===== config.mk =====
export PLATFORM = sky130hd
export DESIGN_NAME = sae_exp_cell
export DESIGN_NICKNAME = d
export VERILOG_FILES = /design/src/rtl/sae_pkg.sv /design/src/rtl/sae_exp_cell.sv
export SDC_FILE = /design/constraint.sdc
export NUM_CORES = 2
export LEC_CHECK = 0
export ABC_AREA = 1
export ABC_CLOCK_PERIOD_IN_PS = 9100
export BUFFER_PORTS_ARGS = -buffer_cell sky130_fd_sc_hd__buf_2
export CAP_MARGIN = 30
export CELL_PAD_IN_SITES_DETAIL_PLACEMENT = 0
export CELL_PAD_IN_SITES_GLOBAL_PLACEMENT = 1
export CORE_AREA = 4 4 504 506
export CTS_BUF_LIST = sky130_fd_sc_hd__clkbuf_8
export CTS_CLUSTER_DIAMETER = 200
export CTS_CLUSTER_SIZE = 12
export DETAILED_ROUTE_END_ITERATION = 7
export DIE_AREA = 0 0 508 510
export GPL_TIMING_DRIVEN = 0
export PLACE_DENSITY_LB_ADDON = 0.08
export SLEW_MARGIN = 25
export SYNTH_ARGS = -nofsm -noshare
export SYNTH_HDL_FRONTEND = slang
export SYNTH_SLANG_ARGS = --single-unit

===== constraint.sdc =====
create_clock -name clock -period 9.1 [get_ports clock]
set_input_delay 2.73 -clock clock [delete_from_list [all_inputs] [get_ports clock]]
set_output_delay 2.73 -clock clock [all_outputs]
set_load 0.01 [all_outputs]

===== src/rtl/sae_pkg.sv =====
package sae_pkg;

   // fraction bits of the log2 and exp2 approximations
   localparam int ApproxStages = 24;
   localparam int FracBits = 40;

   // quotient bits of the two dividers
   localparam int RatioBits = 24;
   localparam int DensBits = 27;

   // field widths
   localparam int AltWidth = 25;
   localparam int TempWidth = 25;
   localparam int PresWidth = 35;
   localparam int DensWidth = 27;
   localparam int DenWidth = 49;
   localparam int CsrIndexWidth = 4;
   localparam int CsrDataWidth = 26;

   // register indexes
   localparam logic [CsrIndexWidth-1:0] RegSeaLevelPressure = 4'd0;
   localparam logic [CsrIndexWidth-1:0] RegSeaLevelTemperature = 4'd1;
   localparam logic [CsrIndexWidth-1:0] RegLapseRate = 4'd2;
   localparam logic [CsrIndexWidth-1:0] RegGasConstant = 4'd3;
   localparam logic [CsrIndexWidth-1:0] RegMolarMass = 4'd4;
   localparam logic [CsrIndexWidth-1:0] RegGravity = 4'd5;
   localparam logic [CsrIndexWidth-1:0] RegWaterDensity = 4'd6;
   localparam logic [CsrIndexWidth-1:0] RegPressureExponent = 4'd7;

   // register reset values
   localparam logic [25:0] ResetPressure = 26'd25939200;
   localparam logic [24:0] ResetTemperature = 25'd18884198;
   localparam logic [20:0] ResetLapse = 21'd109051;
   localparam logic [23:0] ResetGas = 24'd544896;
   localparam logic [23:0] ResetMolar = 24'd485944;
   localparam logic [20:0] ResetGravity = 21'd642689;
   localparam logic [18:0] ResetWater = 19'd262042;
   localparam logic [19:0] ResetExponent = 20'd344443;

   // 10*log2(e) in q.24, 1.225 in q11.16, saturation limits
   localparam logic [27:0] KLog = 28'd242044063;
   localparam logic [DensWidth-1:0] AirDens = 27'd80282;
   localparam logic [PresWidth-1:0] PresMax = {PresWidth{1'b1}};
   localparam logic [DensWidth-1:0] DensMax = {DensWidth{1'b1}};
   localparam logic [31:0] OneQ31 = 32'h8000_0000;

   // fixed latency from request to result
   localparam int Latency = 3 + RatioBits + 1 + ApproxStages + 3 + ApproxStages + 4
                            + DensBits + 1;

   // one item as it travels down the chain
   typedef struct packed {
      logic                      valid;
      logic                      pos;
      logic                      flag;
      logic                      sat;
      logic [TempWidth-1:0]      temp;
      logic [PresWidth-1:0]      pres;
      logic [DensWidth-1:0]      dens;
      logic [DenWidth-1:0]       rem;
      logic [DenWidth-1:0]       den;
      logic [DensBits-1:0]       nbits;
      logic [DensBits-1:0]       quo;
      logic [30:0]               mant;
      logic [4:0]                lg_int;
      logic [ApproxStages-1:0]   frac;
      logic [44:0]               u;
      logic [44:0]               ph;
      logic [39:0]               pl;
      logic                      exp_big;
      logic [4:0]                exp_sh;
      logic [ApproxStages-1:0]   efrac;
      logic [31:0]               r;
      logic [31:0]               blend;
      logic [58:0]               mix;
      logic [49:0]               num;
   } sae_item_type;

   // integer square root, evaluated at elaboration only
   function automatic logic [63:0] isqrt64(input logic [63:0] v);
      logic [63:0] rest;
      logic [63:0] res;
      logic [63:0] bit_w;
      rest = v;
      res = 64'd0;
      bit_w = 64'h4000_0000_0000_0000;
      for (int i = 0; i < 32; i++) begin
         if (rest >= res + bit_w) begin
            rest = rest - (res + bit_w);
            res = (res >> 1) + bit_w;
         end else begin
            res = res >> 1;
         end
         bit_w = bit_w >> 2;
      end
      return res;
   endfunction

   // 2^(-2^-k) in q.31
   function automatic logic [31:0] exp_coef(input int k);
      logic [63:0] c;
      c = 64'd1 << 30;
      for (int j = 1; j <= FracBits; j++) begin
         if (j <= k) begin
            c = isqrt64(c << 31);
         end
      end
      return c[31:0];
   endfunction

endpackage


===== src/rtl/sae_exp_cell.sv =====
module sae_exp_cell (
   input  logic                  clock,
   input  logic                  reset,
   input  logic [31:0]           coef,
   input  sae_pkg::sae_item_type prev_item,
   output sae_pkg::sae_item_type next_item
);
   import sae_pkg::*;

   sae_item_type stage_ff;
   sae_item_type stage_in;
   logic [63:0] prod;

   // multiply in this cell's root of one half when its exponent bit is set
   always_comb begin
      stage_in = prev_item;
      prod = prev_item.r * coef;
      if (prev_item.efrac[ApproxStages-1]) begin
         stage_in.r = prod[62:31];
      end
      stage_in.efrac = {prev_item.efrac[ApproxStages-2:0], 1'b0};
   end

   always_ff @(posedge clock) begin
      stage_ff <= stage_in;
      if (reset) begin
         stage_ff.valid <= 1'b0;
      end
   end

   assign next_item = stage_ff;

endmodule


==> run_summary.xml <==
<?xml version="1.0" encoding="UTF-8"?>
<metrics>
  <group name="sta">
    <metric name="relative_slew_slack" unit="">0.396</metric>
    <metric name="fin_crit" unit="ns">9.01</metric>
    <metric name="fin_crit_sh" unit="">0.990</metric>
    <metric name="timing.final.setup_violations" unit="">0</metric>
    <metric name="tightest_slew" unit="ns">0.905</metric>
    <metric name="holdWs" unit="ns">1.87</metric>
    <metric name="max_freq" unit="GHz">0.111</metric>
    <metric name="finalMaxSlewViolations" unit="">0</metric>
    <metric name="timing.final.hold_violations" unit="">0</metric>
    <metric name="rsz0062_at_grt" unit="">true</metric>
  </group>
  <group name="synthesis">
    <metric name="largest_family_of_logic_cells_by_synthesized_area" unit="">adder cells</metric>
    <metric name="syn-mean-instance-area" unit="sq um">8.82</metric>
    <metric name="synth_simple_gate_area_frac" unit="">0.132</metric>
    <metric name="syn-num-nets" unit="">7254</metric>
    <metric name="seq_area_frac_synth" unit="">0.265</metric>
    <metric name="synth.yosys.warnings" unit="">0</metric>
    <metric name="post_synth_xor_area_fraction" unit="">0.00110</metric>
    <metric name="synth.mux.area_fraction" unit="">0</metric>
    <metric name="post_synthesis_compound_gate_area_fraction" unit="">0.0184</metric>
    <metric name="synth-adder-area-share" unit="">0.439</metric>
    <metric name="post_synthesis_instance_area" unit="sq um">48000</metric>
    <metric name="yosysUniqueCellTypes" unit="">30</metric>
    <metric name="postSynthRegisterBits" unit="">635</metric>
    <metric name="netlist_instances" unit="">5436</metric>
  </group>
  <group name="floorplanning">
    <metric name="initial_core_util" unit="">0.192</metric>
    <metric name="cell_rows" unit="">184</metric>
    <metric name="die_width" unit="um">508</metric>
    <metric name="die-area" unit="sq um">259000</metric>
    <metric name="chip_height" unit="um">510</metric>
    <metric name="core" unit="sq um">250000</metric>
    <metric name="io_pins" unit="">1306</metric>
  </group>
  <group name="worst_hold_path">
    <metric name="worstHoldEndpoint" unit="">next_item[100]</metric>
    <metric name="holdCritPathClass" unit="">in -&gt; reg</metric>
    <metric name="hold_path_depth" unit="">1</metric>
    <metric name="min-delay-start" unit="">prev_item[100]</metric>
  </group>
  <group name="global_route">
    <metric name="globalRoute.totalOverflow" unit="">0</metric>
    <metric name="grt_first_pass_wirelength" unit="um">510000</metric>
    <metric name="grt_start_max_net_pins" unit="">17</metric>
    <metric name="first_global_vias" unit="">43000</metric>
    <metric name="antenna_violations_before_repair" unit="">274</metric>
    <metric name="groute.usage.overall" unit="">0.312</metric>
  </group>
  <group name="cts">
    <metric name="cts_root_buffer" unit="">sky130_fd_sc_hd__clkbuf_8</metric>
    <metric name="numCtsBuffers" unit="">59</metric>
    <metric name="htree_levels" unit="">2</metric>
    <metric name="worst_setup_hold_path_clk_slew" unit="ns">0.12</metric>
    <metric name="clock_sink_count" unit="">635</metric>
    <metric name="clockBufferDepth" unit="">3</metric>
    <metric name="tritoncts" unit="">done</metric>
  </group>
  <group name="status">
    <metric name="run_status" unit="">finished clean</metric>
  </group>
  <group name="route">
    <metric name="drcViolationCount" unit="">0</metric>
    <metric name="initialDrtViolationCount" unit="">3585</metric>
    <metric name="drt.antenna.violating_nets" unit="">0</metric>
    <metric name="route.vias.total" unit="">43300</metric>
    <metric name="routed_wire_length_per_instance" unit="um">38.9</metric>
    <metric name="drt_pass1_iterations" unit="">5</metric>
    <metric name="finalWirelength" unit="um">416000</metric>
    <metric name="vias_per_cell" unit="">4.05</metric>
  </group>
  <group name="cells_and_area">
    <metric name="layout-area-overhead-vs-synth" unit="%">30.2</metric>
    <metric name="largest_register_ff_count" unit="">635</metric>
    <metric name="nFillCells" unit="">28100</metric>
    <metric name="drive_gt1_frac" unit="">0.248</metric>
    <metric name="nets" unit="">8626</metric>
  </group>
  <group name="critical_path">
    <metric name="critPathArrivalTime" unit="ns">9.88</metric>
    <metric name="critical_path_class" unit="">in -&gt; reg</metric>
    <metric name="worst_setup_path_start_kind" unit="">primary input</metric>
    <metric name="critPathCaptureType" unit="">flip-flop</metric>
    <metric name="critPathRequiredTime" unit="ns">9.97</metric>
    <metric name="timing.critical_path.fanout_max" unit="">10</metric>
  </group>
  <group name="placed_design">
    <metric name="port-buffer-count" unit="">1273</metric>
    <metric name="detailedPlacementHpwl" unit="um">379000</metric>
    <metric name="globalplace.congestion" unit="">1.13</metric>
  </group>
  <group name="flow_run">
    <metric name="timing.max_cap.violations" unit="">0</metric>
  </group>
</metrics>
==> critical path, stage by stage <==
cell and delay (ns):
sky130_fd_sc_hd__buf_2 0.16, sky130_fd_sc_hd__buf_2 0.49, sky130_fd_sc_hd__nand2_1 0.25, sky130_fd_sc_hd__fa_1 0.58
sky130_fd_sc_hd__inv_1 0.05, sky130_fd_sc_hd__fa_1 0.49, sky130_fd_sc_hd__fa_1 0.57, sky130_fd_sc_hd__fa_1 0.44
sky130_fd_sc_hd__fa_1 0.62, sky130_fd_sc_hd__fa_1 0.46, sky130_fd_sc_hd__fa_1 0.64, sky130_fd_sc_hd__ha_1 0.28
sky130_fd_sc_hd__ha_1 0.37, sky130_fd_sc_hd__a21oi_1 0.37, sky130_fd_sc_hd__o21ai_0 0.25, sky130_fd_sc_hd__a21oi_1 0.29
sky130_fd_sc_hd__o21ai_0 0.14, sky130_fd_sc_hd__a21oi_1 0.18, sky130_fd_sc_hd__nand2_1 0.07, sky130_fd_sc_hd__nand2_1 0.06
sky130_fd_sc_hd__nand3_1 0.22, sky130_fd_sc_hd__nand2_1 0.12
==> metal layers <==
metal / part of all wire / global-route usage
met5: 0.0015 / 0
met4: 0.043 / 0.119
met3: 0.084 / 0.0923
met2: 0.45 / 0.490
met1: 0.42 / 0.405
==> final cells by class <==
type | count | area, sq um | share of cell area
flip-flops and latches | 635 | 12700 | 0.203
clock inverters | 5 | 45.0 | 0.000721
diodes | 528 | 1320 | 0.0211
clock buffers | 60 | 826 | 0.0132
inverters | 1607 | 6030 | 0.0966
repair buffers | 1311 | 6930 | 0.111
multi-input cells | 2964 | 28900 | 0.462
well taps | 3348 | 4190 | 0.0671
plain buffers | 230 | 1560 | 0.0250
==> cells by family after synthesis <==
family,count (synthesis)
buf+inv,1837
other cells,1
simple gates,1641
xor+xnor,6
flops,635
fa+ha+maj,1148
compound gates,168
==> cells in the final DEF, fill, tap and decap left out, types with 11 or more instances in the layout <==
cell and count:
sky130_fd_sc_hd__nor2_1 104, sky130_fd_sc_hd__o21ai_1 12, sky130_fd_sc_hd__ha_1 241, sky130_fd_sc_hd__buf_2 1288, sky130_fd_sc_hd__o21ai_0 45, sky130_fd_sc_hd__inv_1 1607
sky130_fd_sc_hd__buf_4 18, sky130_fd_sc_hd__dfxtp_1 635, sky130_fd_sc_hd__clkbuf_8 82, sky130_fd_sc_hd__diode_2 528, sky130_fd_sc_hd__a21oi_2 11, sky130_fd_sc_hd__fa_2 22
sky130_fd_sc_hd__nand2_1 1393, sky130_fd_sc_hd__clkbuf_1 21, sky130_fd_sc_hd__nand3_2 14, sky130_fd_sc_hd__nor2_2 17, sky130_fd_sc_hd__fa_1 872, sky130_fd_sc_hd__clkbuf_2 85
sky130_fd_sc_hd__nand3_1 66, sky130_fd_sc_hd__clkbuf_4 58, sky130_fd_sc_hd__buf_6 33, sky130_fd_sc_hd__a21oi_1 75
==> worst max path at each step <==
stage                   startpoint        endpoint  cells after the start
floorplan           prev_item[171]  next_item[165]                     28
detailed placement  prev_item[169]  next_item[164]                     28
finish                    coef[23]  next_item[160]                     22
CTS                 prev_item[166]  next_item[160]                     27
global route        prev_item[152]  next_item[165]                     27
global placement    prev_item[149]  next_item[164]                     26
==> Yosys cell counts, drive strengths merged <==
cell / instances / area [sq um]
a21boi: 1 / 7.51
a21o: 2 / 15.0
a21oi: 94 / 470
and2: 2 / 12.5
buf: 8 / 36.3
clkbuf: 222 / 833
conb: 1 / 3.75
dfxtp: 635 / 12700
fa: 894 / 17900
ha: 254 / 3180
inv: 1607 / 6030
nand2: 1401 / 5260
nand3: 80 / 400
nand3b: 8 / 60.1
nand4: 6 / 37.5
nor2: 128 / 483
nor3: 10 / 50.1
nor4: 4 / 25.0
o211ai: 1 / 7.51
o21a: 1 / 7.51
o21ai: 59 / 299
o21bai: 10 / 75.1
or2: 2 / 12.5
xnor2: 4 / 35.0
xor2: 2 / 17.5
==> timing repair <==
| action | CTS | global route |
|---|---|---|
| setup buffers | 0 | 0 |
| resized for setup | 274 | 182 |
| setup endpoints to repair | 32 | 32 |
| pin swaps | 1 | 1 |
| hold buffers | 0 | 0 |
==> per-stage QoR <==
stage          instance area [sq um]  cells  utilization  setup TNS [ns]  worst slack, ns
4_1_cts                        60800  10200        0.243               0          0.00386
5_1_grt                        62300  10600        0.249         -0.0199          -0.0193
6_report                       62500  10700        0.250               0           0.0888
3_5_place_dp                   59200  10100        0.237          -59.53            -2.19
3_3_place_gp                   58500  10100        0.234          -87.41            -3.05
2_1_floorplan                  48000   5436            -               0            0.291
Power is left out: the tool's default activity adds up to more than one toggle a clock period on the data nets, which glitch-free logic cannot reach.
