==> config.mk <==
export PLATFORM = sky130hd
export DESIGN_NAME = sae_div_cell
export DESIGN_NICKNAME = d
export VERILOG_FILES = /design/src/rtl/sae_pkg.sv /design/src/rtl/sae_div_cell.sv
export SDC_FILE = /design/constraint.sdc
export NUM_CORES = 1
export LEC_CHECK = 0
export BUFFER_PORTS_ARGS = -buffer_cell sky130_fd_sc_hd__buf_2
export CORE_AREA = 2 2 490 492
export CTS_CLUSTER_DIAMETER = 50
export DETAILED_ROUTE_END_ITERATION = 7
export DIE_AREA = 0 0 492 494
export SYNTH_ARGS = -nofsm -noshare
export SYNTH_HDL_FRONTEND = slang
export SYNTH_SLANG_ARGS = --single-unit
==> constraint.sdc <==
create_clock -name clock -period 3.6 [get_ports clock]
set_clock_uncertainty 0.2 [all_clocks]
set_input_delay 0.36 -clock clock [delete_from_list [all_inputs] [get_ports clock]]
set_output_delay 0.36 -clock clock [all_outputs]
set_load 0.01 [all_outputs]
==> src/rtl/sae_pkg.sv <==
package sae_pkg;

   // fraction bits of the log2 and exp2 approximations
   localparam int ApproxStages = 24;
   localparam int FracBits = 40;

   // quotient bits of the two dividers
   localparam int RatioBits = 24;
   localparam int DensBits = 27;

   // field widths
   localparam int AltWidth = 25;
   localparam int TempWidth = 25;
   localparam int PresWidth = 35;
   localparam int DensWidth = 27;
   localparam int DenWidth = 49;
   localparam int CsrIndexWidth = 4;
   localparam int CsrDataWidth = 26;

   // register indexes
   localparam logic [CsrIndexWidth-1:0] RegSeaLevelPressure = 4'd0;
   localparam logic [CsrIndexWidth-1:0] RegSeaLevelTemperature = 4'd1;
   localparam logic [CsrIndexWidth-1:0] RegLapseRate = 4'd2;
   localparam logic [CsrIndexWidth-1:0] RegGasConstant = 4'd3;
   localparam logic [CsrIndexWidth-1:0] RegMolarMass = 4'd4;
   localparam logic [CsrIndexWidth-1:0] RegGravity = 4'd5;
   localparam logic [CsrIndexWidth-1:0] RegWaterDensity = 4'd6;
   localparam logic [CsrIndexWidth-1:0] RegPressureExponent = 4'd7;

   // register reset values
   localparam logic [25:0] ResetPressure = 26'd25939200;
   localparam logic [24:0] ResetTemperature = 25'd18884198;
   localparam logic [20:0] ResetLapse = 21'd109051;
   localparam logic [23:0] ResetGas = 24'd544896;
   localparam logic [23:0] ResetMolar = 24'd485944;
   localparam logic [20:0] ResetGravity = 21'd642689;
   localparam logic [18:0] ResetWater = 19'd262042;
   localparam logic [19:0] ResetExponent = 20'd344443;

   // 10*log2(e) in q.24, 1.225 in q11.16, saturation limits
   localparam logic [27:0] KLog = 28'd242044063;
   localparam logic [DensWidth-1:0] AirDens = 27'd80282;
   localparam logic [PresWidth-1:0] PresMax = {PresWidth{1'b1}};
   localparam logic [DensWidth-1:0] DensMax = {DensWidth{1'b1}};
   localparam logic [31:0] OneQ31 = 32'h8000_0000;

   // fixed latency from request to result
   localparam int Latency = 3 + RatioBits + 1 + ApproxStages + 3 + ApproxStages + 4
                            + DensBits + 1;

   // one item as it travels down the chain
   typedef struct packed {
      logic                      valid;
      logic                      pos;
      logic                      flag;
      logic                      sat;
      logic [TempWidth-1:0]      temp;
      logic [PresWidth-1:0]      pres;
      logic [DensWidth-1:0]      dens;
      logic [DenWidth-1:0]       rem;
      logic [DenWidth-1:0]       den;
      logic [DensBits-1:0]       nbits;
      logic [DensBits-1:0]       quo;
      logic [30:0]               mant;
      logic [4:0]                lg_int;
      logic [ApproxStages-1:0]   frac;
      logic [44:0]               u;
      logic [44:0]               ph;
      logic [39:0]               pl;
      logic                      exp_big;
      logic [4:0]                exp_sh;
      logic [ApproxStages-1:0]   efrac;
      logic [31:0]               r;
      logic [31:0]               blend;
      logic [58:0]               mix;
      logic [49:0]               num;
   } sae_item_type;

   // integer square root, evaluated at elaboration only
   function automatic logic [63:0] isqrt64(input logic [63:0] v);
      logic [63:0] rest;
      logic [63:0] res;
      logic [63:0] bit_w;
      rest = v;
      res = 64'd0;
      bit_w = 64'h4000_0000_0000_0000;
      for (int i = 0; i < 32; i++) begin
         if (rest >= res + bit_w) begin
            rest = rest - (res + bit_w);
            res = (res >> 1) + bit_w;
         end else begin
            res = res >> 1;
         end
         bit_w = bit_w >> 2;
      end
      return res;
   endfunction

   // 2^(-2^-k) in q.31
   function automatic logic [31:0] exp_coef(input int k);
      logic [63:0] c;
      c = 64'd1 << 30;
      for (int j = 1; j <= FracBits; j++) begin
         if (j <= k) begin
            c = isqrt64(c << 31);
         end
      end
      return c[31:0];
   endfunction

endpackage

==> src/rtl/sae_div_cell.sv <==
module sae_div_cell (
   input  logic                  clock,
   input  logic                  reset,
   input  sae_pkg::sae_item_type prev_item,
   output sae_pkg::sae_item_type next_item
);
   import sae_pkg::*;

   sae_item_type stage_ff;
   sae_item_type stage_in;
   logic [DenWidth:0] shifted;
   logic take;

   // one restoring step: bring in the next numerator bit, subtract if it fits
   always_comb begin
      stage_in = prev_item;
      shifted = {prev_item.rem, prev_item.nbits[DensBits-1]};
      take = shifted >= {1'b0, prev_item.den};
      if (take) begin
         stage_in.rem = DenWidth'(shifted - {1'b0, prev_item.den});
      end else begin
         stage_in.rem = shifted[DenWidth-1:0];
      end
      stage_in.quo = {prev_item.quo[DensBits-2:0], take};
      stage_in.nbits = {prev_item.nbits[DensBits-2:0], 1'b0};
   end

   always_ff @(posedge clock) begin
      stage_ff <= stage_in;
      if (reset) begin
         stage_ff.valid <= 1'b0;
      end
   end

   assign next_item = stage_ff;

endmodule

==> results by group, run 1 <==
Route
  • Routed Wire Length: 200,300 um
  • Vias per cell: 2.946
  • Pre-Repair DR Iteration Count: 5
  • Final ANT Viol Nets: 0
  • DRC: 0
  • Vias post-DR: 20,400
  • Routed len/inst: 28.94 um
  • DR iter-0 viols: 990

Clock tree
  • H-Tree Depth: 4
  • Max clock buf depth: 3
  • Num CTS Buffers: 139
  • CTS sink count: 635
  • Root Buffer: clkbuf_16
  • CTS tree: yes
  • Clk slew on worst S/H paths: 60 ps

Power and ir drop
  • Internal power: 17.08 mW
  • Share of total power in the clock network: 0.539
  • Power share of the combinational group: 0.143
  • Sw Ratio: 0.2998
  • P_leak: 18.45 nW
  • Cell Pwr Density: 595.4 nW/um2
  • Seq pwr share: 0.318
  • VDD IR max: 367.3 uV
  • Psw: 7.314 mW

Synthesis
  • Synth cell count leaders: dfxtp_1 (635), a21oi_1 (90), inv_1 (64)
  • Yosys top cell area share: 0.7843
  • Most frequent cell after synthesis: dfxtp_1
  • Mux cell area share after synthesis: 0.007642
  • Post-synthesis simple-gate area fraction: 0.04492
  • Compound-Gate Fraction of Synth Area: 0.07526
  • Top FF cell, synth: dfxtp_1
  • Syn Inst Count: 1,182
  • Cell accounting for the most synthesized area: dfxtp_1
  • Post-synth EDFFs: 0
  • Synth Register Bits: 635
  • Synth Area in XOR/XNOR: 0.02486
  • Ys Warns: 0
  • Synth area leaders: dfxtp_1 (78%), ha_1 (3.8%), a21oi_1 (2.8%)
  • Ys async rst share: 0
  • Post-synthesis sequential area ratio: 0.7843
  • Distinct cells, synth: 52
  • Avg Cell Area, Syn: 13.71 um2
  • Largest family of logic cells by synthesized area: compound AO/OA/AOI/OAI gates
  • Synth Cell Area: 16,210 um2
  • Synthesized net count: 1,870
  • Synth Area in Adders: 0.03906

Flow run
  • Max cap viols: 0

Setup path
  • Setup crit end kind: register
  • Critical path class: input pin to register
  • Crit path largest cell delay: 530 ps
  • Crit Path Max Fanout: 4
  • CP dominant cell by count: buf_4
  • Crit path required time: 4070 ps
  • Worst-path cell chain: dlygate4sd3_1, buf_2, inv_1, ha_1, a21oi_1, buf_4, a31o_2, and2_1, o31ai_1, buf_4, o21a_1, buf_4, a311o_1, or4_1, nand4_1, o21ai_0
  • Worst setup SP type: input pin
  • CP max stage cell: dlygate4sd3_1
  • Worst EP arrival: 3960 ps

Floorplanning
  • Die area: 243,000 um2
  • Top-Level Pins: 1,274
  • Die height: 494 um
  • Initial Util: 0.06828
  • DIE WIDTH: 492 um
  • Row count: 179
  • CORE AREA: 237,400 um2

Timing
  • Hold Worst Slack: 79.47 ps
  • Final period utilization: 0.9705
  • Pins over their slew limit: 0
  • Final setup violating endpoints: 0
  • Final hold vios: 0
  • Min Tclk post-route: 3494 ps
  • Fmax achieved: 0.2862 GHz
  • RSZ-0062 raised after global routing: no

Min path
  • Cells on Worst Hold Path: 2
  • Tightest Hold Check Type: input pin to register
  • HP Start: prev_item[437]
  • Hold endpoint: next_item[438]$_DFF_P_

Cells and area
  • Ratio of cells with drive above 1 in the final layout: 0.4496
  • Final Net Count: 4,221
  • Final Util: 0.1726
  • Fin area: 40,980 um2
  • Area grow syn2layout: 152.8%
  • Layout fillers: 26,430
  • Max reg flops: 635

Global route
  • Global route overflow: 0
  • GRT Util Overall: 0.1592
  • First-pass GRT wire length: 241,700 um
  • Pin count of the biggest net entering global routing: 36
  • Vias in the first global route: 20,960
  • Initial antenna violation count: 299

Placement
  • Dpl hpwl: 177,900 um
  • Final Wtd Congestion: 0.9870
  • Post-DP Area: 27,160 um2
  • IO Port Bufs: 1,271

Outcome
  • Status: finished, final reports clean
-- through the flow --
step,power [mW],instances,TNS (ps),worst slack (ps)
floorplan,8.568,1182,0,291.1
global placement,10.55,5689,-5416,-179.0
detailed placement,10.55,5689,-10620,-306.0
CTS,25.02,6815,0,47.23
global route,25.43,6853,0,8.298
finish,24.40,6923,0,106.2
-- layout make-up --
| cell class | instances | area [um2] | share of cell area |
|---|---|---|---|
| sequential | 635 | 12710 | 0.3102 |
| antenna | 106 | 265.3 | 0.006473 |
| multi-input combinational | 451 | 3142 | 0.07667 |
| clock buffer | 153 | 3612 | 0.08815 |
| clock inverter | 105 | 1207 | 0.02947 |
| tap | 3167 | 3963 | 0.09670 |
| timing repair buffer | 2242 | 15840 | 0.3864 |
| inverter | 64 | 240.2 | 0.005863 |
-- logic make-up after synthesis --
| group | Yosys count |
|---|---|
| adders and majority gates | 50 |
| AOI/OAI and AO/OA | 190 |
| xor gates and xnor gates | 46 |
| DFF | 635 |
| and+or+nand+nor | 153 |
| buffers and inverters | 96 |
| muxes | 11 |
| other | 1 |
-- worst max path at each step --
stage / start / endpoint / slack [ps] / cells past startpoint
finish: prev_item[451] / next_item[541]$_DFF_P_ / 110 / 16
global route: prev_item[446] / next_item[508]$_DFF_P_ / 8 / 19
CTS: prev_item[447] / next_item[507]$_DFF_P_ / 50 / 18
detailed placement: prev_item[447] / next_item[507]$_DFF_P_ / -310 / 17
global placement: prev_item[448] / next_item[507]$_DFF_P_ / -180 / 17
floorplan: prev_item[446] / next_item[497]$_DFF_P_ / 290 / 14
-- per-layer routing --
layer  track usage  up-vias  part of all wire
li1              -     8845                 -
met3       0.07298      543              0.10
met2        0.2826     1442              0.50
met1        0.1655     9421              0.36
met5             0        -            0.0051
met4       0.05184      144             0.037
-- worst max-delay path: cells and delay by family --
| family | cells | cell delay [ps] |
|---|---|---|
| fa+ha+maj | 1 | 300 |
| simple gates | 3 | 770 |
| buf+inv | 6 | 1250 |
| compound gates | 6 | 1280 |
-- cell usage in the layout (no fill, tap or decap), types with 11 or more instances in the layout --
master / n
dfxtp_1: 635
buf_2: 1271
nand4_1: 20
inv_8: 22
nand3_1: 11
o21bai_1: 12
nand2_1: 26
nor2_1: 60
clkinvlp_4: 14
a21o_1: 25
ha_1: 49
diode_2: 106
inv_6: 26
inv_1: 64
dlygate4sd3_1: 868
mux2_1: 11
a21oi_1: 89
buf_4: 102
o21ai_0: 18
xor2_1: 17
clkbuf_16: 140
xnor2_1: 29
clkinv_2: 14
-- power by group through the flow --
stage | sequential, mW | combinational (mW) | clock, mW
floorplan | 8.02 | 0.544 | 0
global placement | 7.91 | 2.64 | 0
detailed placement | 7.91 | 2.65 | 0
CTS | 7.77 | 3.64 | 13.6
global route | 7.80 | 3.75 | 13.9
finish | 7.76 | 3.50 | 13.1
-- what timing repair did --
| item | in CTS | in global routing |
|---|---|---|
| hold buffers | 868 | 0 |
| endpoints found under the hold margin | 635 | 0 |
| buffers inserted | 0 | 2 |
| resized for setup | 0 | 7 |
| endpoints found under the setup margin | 0 | 42 |
No activity file was read; power rests on OpenSTA's default activity.
==> run 2, diff against run 1 <==
--- a/config.mk
+++ b/config.mk
@@ -6,10 +6,11 @@
 export NUM_CORES = 1
 export LEC_CHECK = 0
 export BUFFER_PORTS_ARGS = -buffer_cell sky130_fd_sc_hd__buf_2
-export CORE_AREA = 2 2 490 492
+export CORE_AREA = 2 2 498 500
 export CTS_CLUSTER_DIAMETER = 50
 export DETAILED_ROUTE_END_ITERATION = 7
-export DIE_AREA = 0 0 492 494
+export DIE_AREA = 0 0 500 502
+export PLACE_DENSITY = 0.3
 export SYNTH_ARGS = -nofsm -noshare
 export SYNTH_HDL_FRONTEND = slang
 export SYNTH_SLANG_ARGS = --single-unit
==> run 2 against run 1 <==
Sequential share of layout area down 0.33 points. Cell count is 0.49% higher. First-iteration DRC count down 28%. Critical path depth up 2. Die area is 3.3% higher.
==> results by group, run 2 (synthesis results as in run 1) <==
Timing
  • Pins over their slew limit: 0 (unchanged)
  • Slew @ Worst Pin: 600.9 ps
  • Fmax achieved: 0.2882 GHz (+0.70%)
  • Final setup violating endpoints: 0 (unchanged)
  • Min Tclk post-route: 3470 ps (-24.33 ps)
  • RSZ-0062 raised after global routing: no
  • Hold Worst Slack: 52.64 ps (-26.82 ps)
  • Final hold vios: 0 (unchanged)
  • Final period utilization: 0.9638 (-0.006758)
  • Relative slew slack: 0.5986

Clock tree
  • Root Buffer: clkbuf_16
  • Num CTS Buffers: 136 (-2.2%)
  • H-Tree Depth: 4 (unchanged)
  • CTS tree: yes
  • Max clock buf depth: 3 (unchanged)
  • CTS sink count: 635 (unchanged)
  • Clk slew on worst S/H paths: 50 ps (about the same)

Setup path
  • Crit Path Max Fanout: 6 (+2)
  • Crit path required time: 4040 ps (-30 ps)
  • Critical path class: input pin to register
  • Worst setup SP type: input pin
  • Setup crit end kind: register
  • Worst EP arrival: 3910 ps (-50 ps)

Floorplanning
  • Die area: 251,000 um2 (+3.3%)
  • Row count: 182 (+1.7%)
  • Top-Level Pins: 1,274 (unchanged)
  • Initial Util: 0.06609 (-0.002185)
  • CORE AREA: 245,300 um2 (+3.3%)
  • Die height: 502 um (+1.6%)
  • DIE WIDTH: 500 um (+1.6%)

Cells and area
  • Final Net Count: 4,279 (+1.4%)
  • Ratio of cells with drive above 1 in the final layout: 0.4355 (-0.01407)
  • Most frequent cells in the layout: buf_2 (1,269), dlygate4sd3_1 (946), dfxtp_1 (635)
  • Layout fillers: 27,410 (+3.7%)
  • Final Util: 0.1689 (-0.003719)
  • Commonest non-fill, non-tap cell in the layout: buf_2
  • Area grow syn2layout: 155.5%
  • Max reg flops: 635 (unchanged)

Route
  • Vias per cell: 2.813 (-4.5%)
  • Pre-Repair DR Iteration Count: 5 (unchanged)
  • Vias post-DR: 19,570 (-4.1%)
  • Routed Wire Length: 163,200 um (-19%)
  • DR iter-0 viols: 713 (-28%)
  • Final ANT Viol Nets: 0 (unchanged)
  • Routed len/inst: 23.46 um (-19%)
  • DRC: 0 (unchanged)

Global route
  • First-pass GRT wire length: 202,500 um (-16%)
  • Initial antenna violation count: 213 (-29%)
  • Pin count of the biggest net entering global routing: 24 (-33%)
  • Global route overflow: 0 (unchanged)
  • GRT Util Overall: 0.1253 (-0.03390)
  • Vias in the first global route: 20,800 (-0.73%)

Power and ir drop
  • Total power: 23.85 mW (-2.3%)
  • VDD IR max: 395.4 uV (+7.6%)
  • Cell Pwr Density: 575.8 nW/um2 (-3.3%)
  • P_leak: 18.64 nW (+1.0%)

Outcome
  • Status: finished, final reports clean

Placement
  • Dpl hpwl: 142,400 um (-20%)
  • IO Port Bufs: 1,271 (unchanged)
  • Final Wtd Congestion: 0.8500 (-14%)

Min path
  • Tightest Hold Check Type: input pin to register
  • HP Start: prev_item[446]
  • Hold endpoint: next_item[496]$_DFF_P_
  • Cells on Worst Hold Path: 4 (+2)

Flow run
  • Max cap viols: 0 (unchanged)
run 2: cell types whose count changed in the layout (fill, tap and decap cells not counted), sizes merged:
cell	before	now
dlygate4sd3	868	946
dlymetal6s4s	0	1
clkinvlp	14	13
clkinv	33	36
clkbuf	153	165
buf	1374	1354
inv	116	89
bufinv	6	9
diode	106	38
run 2: how the worst max path moves through the flow:
stage	slack (ps)	startpoint	endpoint
2_1_floorplan	290	prev_item[446]	next_item[497]$_DFF_P_
3_3_place_gp	-210	prev_item[447]	next_item[540]$_DFF_P_
3_5_place_dp	-240	prev_item[446]	next_item[537]$_DFF_P_
4_1_cts	10	prev_item[448]	next_item[543]$_DFF_P_
5_1_grt	20	prev_item[447]	next_item[516]$_DFF_P_
6_report	130	prev_item[447]	next_item[537]$_DFF_P_
run 2: stage by stage:
step / setup TNS, ps / instances / worst slack, ps / instance area [um2]
detailed placement: -8702 / 5719 / -235.9 / 27060
global route: 0 / 6937 / 17.96 / 41370
finish: 0 / 6957 / 130.5 / 41420
CTS: 0 / 6911 / 10.14 / 41160
global placement: -8441 / 5719 / -209.6 / 27060
floorplan: 0 / 1182 / 291.1 / 16210
run 2: report_power, final:
| part | internal, mW | switching [mW] | total, mW |
|---|---|---|---|
| clock | 8.06 | 4.73 | 12.8 |
| combinational | 1.62 | 1.73 | 3.34 |
| sequential | 7.52 | 0.198 | 7.71 |
run 2: final cells by class:
cell class,instances,area [um2],area share
Multi-Input combinational cell,451,3152,0.07609
Timing Repair Buffer,2303,16560,0.3999
Tap cell,3220,4029,0.09727
Antenna cell,38,95.09,0.002296
Clock buffer,163,3676,0.08875
Sequential cell,635,12710,0.3069
Clock inverter,83,953.4,0.02302
Inverter,64,240.2,0.005800
run 2: critical path, stage by stage:
cell and delay (ps):
dlygate4sd3_1 520, buf_4 140, ha_2 180, inv_1 50, fa_2 380, a21oi_2 200
o22ai_2 110, o211ai_1 180, buf_4 160, o221ai_2 110, a21oi_2 230, o41ai_4 100
buf_4 170, a211oi_4 290, o31ai_4 90, buf_12 150, clkbuf_16 160, mux2_1 310
run 2: metal layers:
metal  track usage  up-vias  wire [um]
met3       0.06643      491      18400
met5             0        -        445
li1              -     8874          -
met1        0.1217     8915      56020
met2        0.2271     1212      82510
met4       0.03824       76       5810
run 2: repair_timing:
action                                  CTS  global route
hold buffers                            946             1
buffers inserted                          0             6
endpoints found under the setup margin    0            44
gates resized for setup                   0            15
endpoints found under the hold margin   634             1
==> run 3, diff against run 2 <==
--- a/config.mk
+++ b/config.mk
@@ -11,6 +11,7 @@
 export DETAILED_ROUTE_END_ITERATION = 7
 export DIE_AREA = 0 0 500 502
 export PLACE_DENSITY = 0.3
+export REMOVE_ABC_BUFFERS = 1
 export SYNTH_ARGS = -nofsm -noshare
 export SYNTH_HDL_FRONTEND = slang
 export SYNTH_SLANG_ARGS = --single-unit
==> run 3 against run 2 <==
The flow now finishes with violations (hold timing). Global-route usage decreased by 0.15 points. Worst hold slack got worse by 490 ps. Sequential share of layout area is 0.42 points lower. Die area unchanged. Utilization up 0.24 points. Clock-buffer cell count grew 5. Highest routed layer unchanged.
==> results by group, run 3 (synthesis results as in run 1) <==
Setup path
  • Crit path required time: 4030 ps (about the same)
  • Worst EP arrival: 3830 ps (-80 ps)
  • Crit Path Max Fanout: 21 (+15)
  • Critical path class: input pin to register
  • Worst setup SP type: input pin
  • Setup crit end kind: register
  • Critical path launch point: prev_item[496]

Route
  • DR iter-0 viols: 782 (+9.7%)
  • Routed len/inst: 23.08 um (-1.6%)
  • Final ANT Viol Nets: 0 (unchanged)
  • Vias per cell: 2.805 (-0.27%)
  • Pre-Repair DR Iteration Count: 4 (-1)
  • Routed Wire Length: 161,400 um (-1.1%)
  • DRC: 0 (unchanged)
  • Vias post-DR: 19,610 (+0.23%)

Timing
  • RSZ-0062 raised after global routing: no
  • Final worst slack: 197.4 ps (+66.92 ps)
  • Final period utilization: 0.9452 (-0.01859)
  • Fmax achieved: 0.2939 GHz (+2.0%)
  • Hold Worst Slack: -440.6 ps (-493.3 ps)
  • Min Tclk post-route: 3403 ps (-66.92 ps)
  • Pins over their slew limit: 0 (unchanged)
  • Setup TNS: 0 ps (unchanged)
  • Final setup violating endpoints: 0 (unchanged)
  • Final hold vios: 2 (+2)

Clock tree
  • Max clock buf depth: 3 (unchanged)
  • Root Buffer: clkbuf_16
  • Num CTS Buffers: 141 (+3.7%)
  • Clk slew on worst S/H paths: 40 ps (about the same)
  • Post-CTS setup buffer count: 0 (unchanged)
  • H-Tree Depth: 4 (unchanged)
  • Hold Buf Count CTS: 973 (+2.9%)
  • CTS tree: yes
  • CTS sink count: 635 (unchanged)

Outcome
  • Failing checks: hold timing
  • Status: finished with violations

Floorplanning
  • Top-Level Pins: 1,274 (unchanged)
  • DIE WIDTH: 500 um (unchanged)
  • Die height: 502 um (unchanged)
  • Die area: 251,000 um2 (unchanged)
  • CORE AREA: 245,300 um2 (unchanged)
  • Initial Util: 0.06609 (unchanged)
  • Row count: 182 (unchanged)

Flow run
  • Max cap viols: 0 (unchanged)

Cells and area
  • Most frequent cells in the layout: buf_2 (1,271), dlygate4sd3_1 (973), dfxtp_1 (635)
  • Final Net Count: 4,294 (+0.35%)
  • Ratio of cells with drive above 1 in the final layout: 0.4297 (-0.005840)
  • Commonest non-fill, non-tap cell in the layout: buf_2
  • Area grow syn2layout: 159.1%
  • Fin area: 42,000 um2 (+1.4%)
  • Layout fillers: 27,460 (+0.18%)
  • Max reg flops: 635 (unchanged)
  • Final Util: 0.1712 (+0.002362)
  • Final Non-Filler Cells: 6,992 (+0.50%)

Min path
  • HP Start: prev_item[447]
  • Tightest Hold Check Type: input pin to register

Placement
  • Placed insts: 5,710 (-0.16%)
  • Final Wtd Congestion: 0.8558 (+0.68%)
  • IO Port Bufs: 1,271 (unchanged)
  • Post-DP Area: 27,020 um2 (-0.16%)
  • Dpl hpwl: 141,200 um (-0.86%)
  • DP Worst Slack: -494.3 ps (-258.5 ps)

Global route
  • First-pass GRT wire length: 200,000 um (-1.2%)
  • Initial antenna violation count: 215 (+0.94%)
  • Global route overflow: 0 (unchanged)
  • Vias in the first global route: 20,650 (-0.76%)
  • GRT Util Overall: 0.1238 (-0.001494)
  • Pin count of the biggest net entering global routing: 22 (-8.3%)

Power and ir drop
  • P_leak: 18.82 nW (+0.97%)
  • VDD IR max: 403.7 uV (+2.1%)
  • Cell Pwr Density: 589.3 nW/um2 (+2.4%)
  • Total power: 24.75 mW (+3.8%)
run 3: cell types whose count changed in the layout (fill, tap and decap cells not counted), sizes merged:
cell	change
bufinv	+3
inv	+4
clkbuf	+3
buf	-14
dlymetal6s4s	-1
clkinvlp	+5
dlygate4sd3	+27
diode	+8
run 3: critical path, cell delays in order:
cell and delay [ps]:
buf_2 110, buf_4 120, dlygate4sd3_1 580, fa_1 460, a21oi_1 210, o22ai_1 140
o211ai_1 270, o221ai_2 140, a21oi_2 280, o41ai_4 120, a211oi_4 390, o31ai_4 150
buf_12 180, mux2_1 310
run 3: worst paths after layout:
path	cells after the start	to
max	14	next_item[503]$_DFF_P_
min	1	next_item[447]$_DFF_P_
run 3: layout make-up:
class                   instances  area (um2)  area share
inverters                      64       240.2    0.005720
flip-flops and latches        635       12710      0.3027
repair buffers               2313       16670      0.3969
multi-input cells             451        3131     0.07454
well taps                    3220        4029     0.09593
clock inverters                95        1334     0.03176
clock buffers                 168        3770     0.08976
diodes                         46       115.1    0.002741
run 3: what timing repair did:
| item | CTS | global route |
|---|---|---|
| resized for setup | 0 | 3 |
| setup endpoints to repair | 0 | 4 |
| endpoints found under the hold margin | 634 | 2 |
run 3: power by group:
group          internal (mW)  switching, mW  leakage, nW
clock                   8.61           5.10         2.42
combinational           1.61           1.73         11.0
sequential              7.52          0.189         5.36
run 3: layer usage:
metal,global-route usage,routed length (um),part of all wire,vias to the layer above
li1,-,-,-,8923
met1,0.1218,55580,0.34,8940
met2,0.2202,80350,0.50,1184
met3,0.06585,18720,0.12,486
met4,0.04234,6294,0.039,80
met5,0,449,0.0028,-
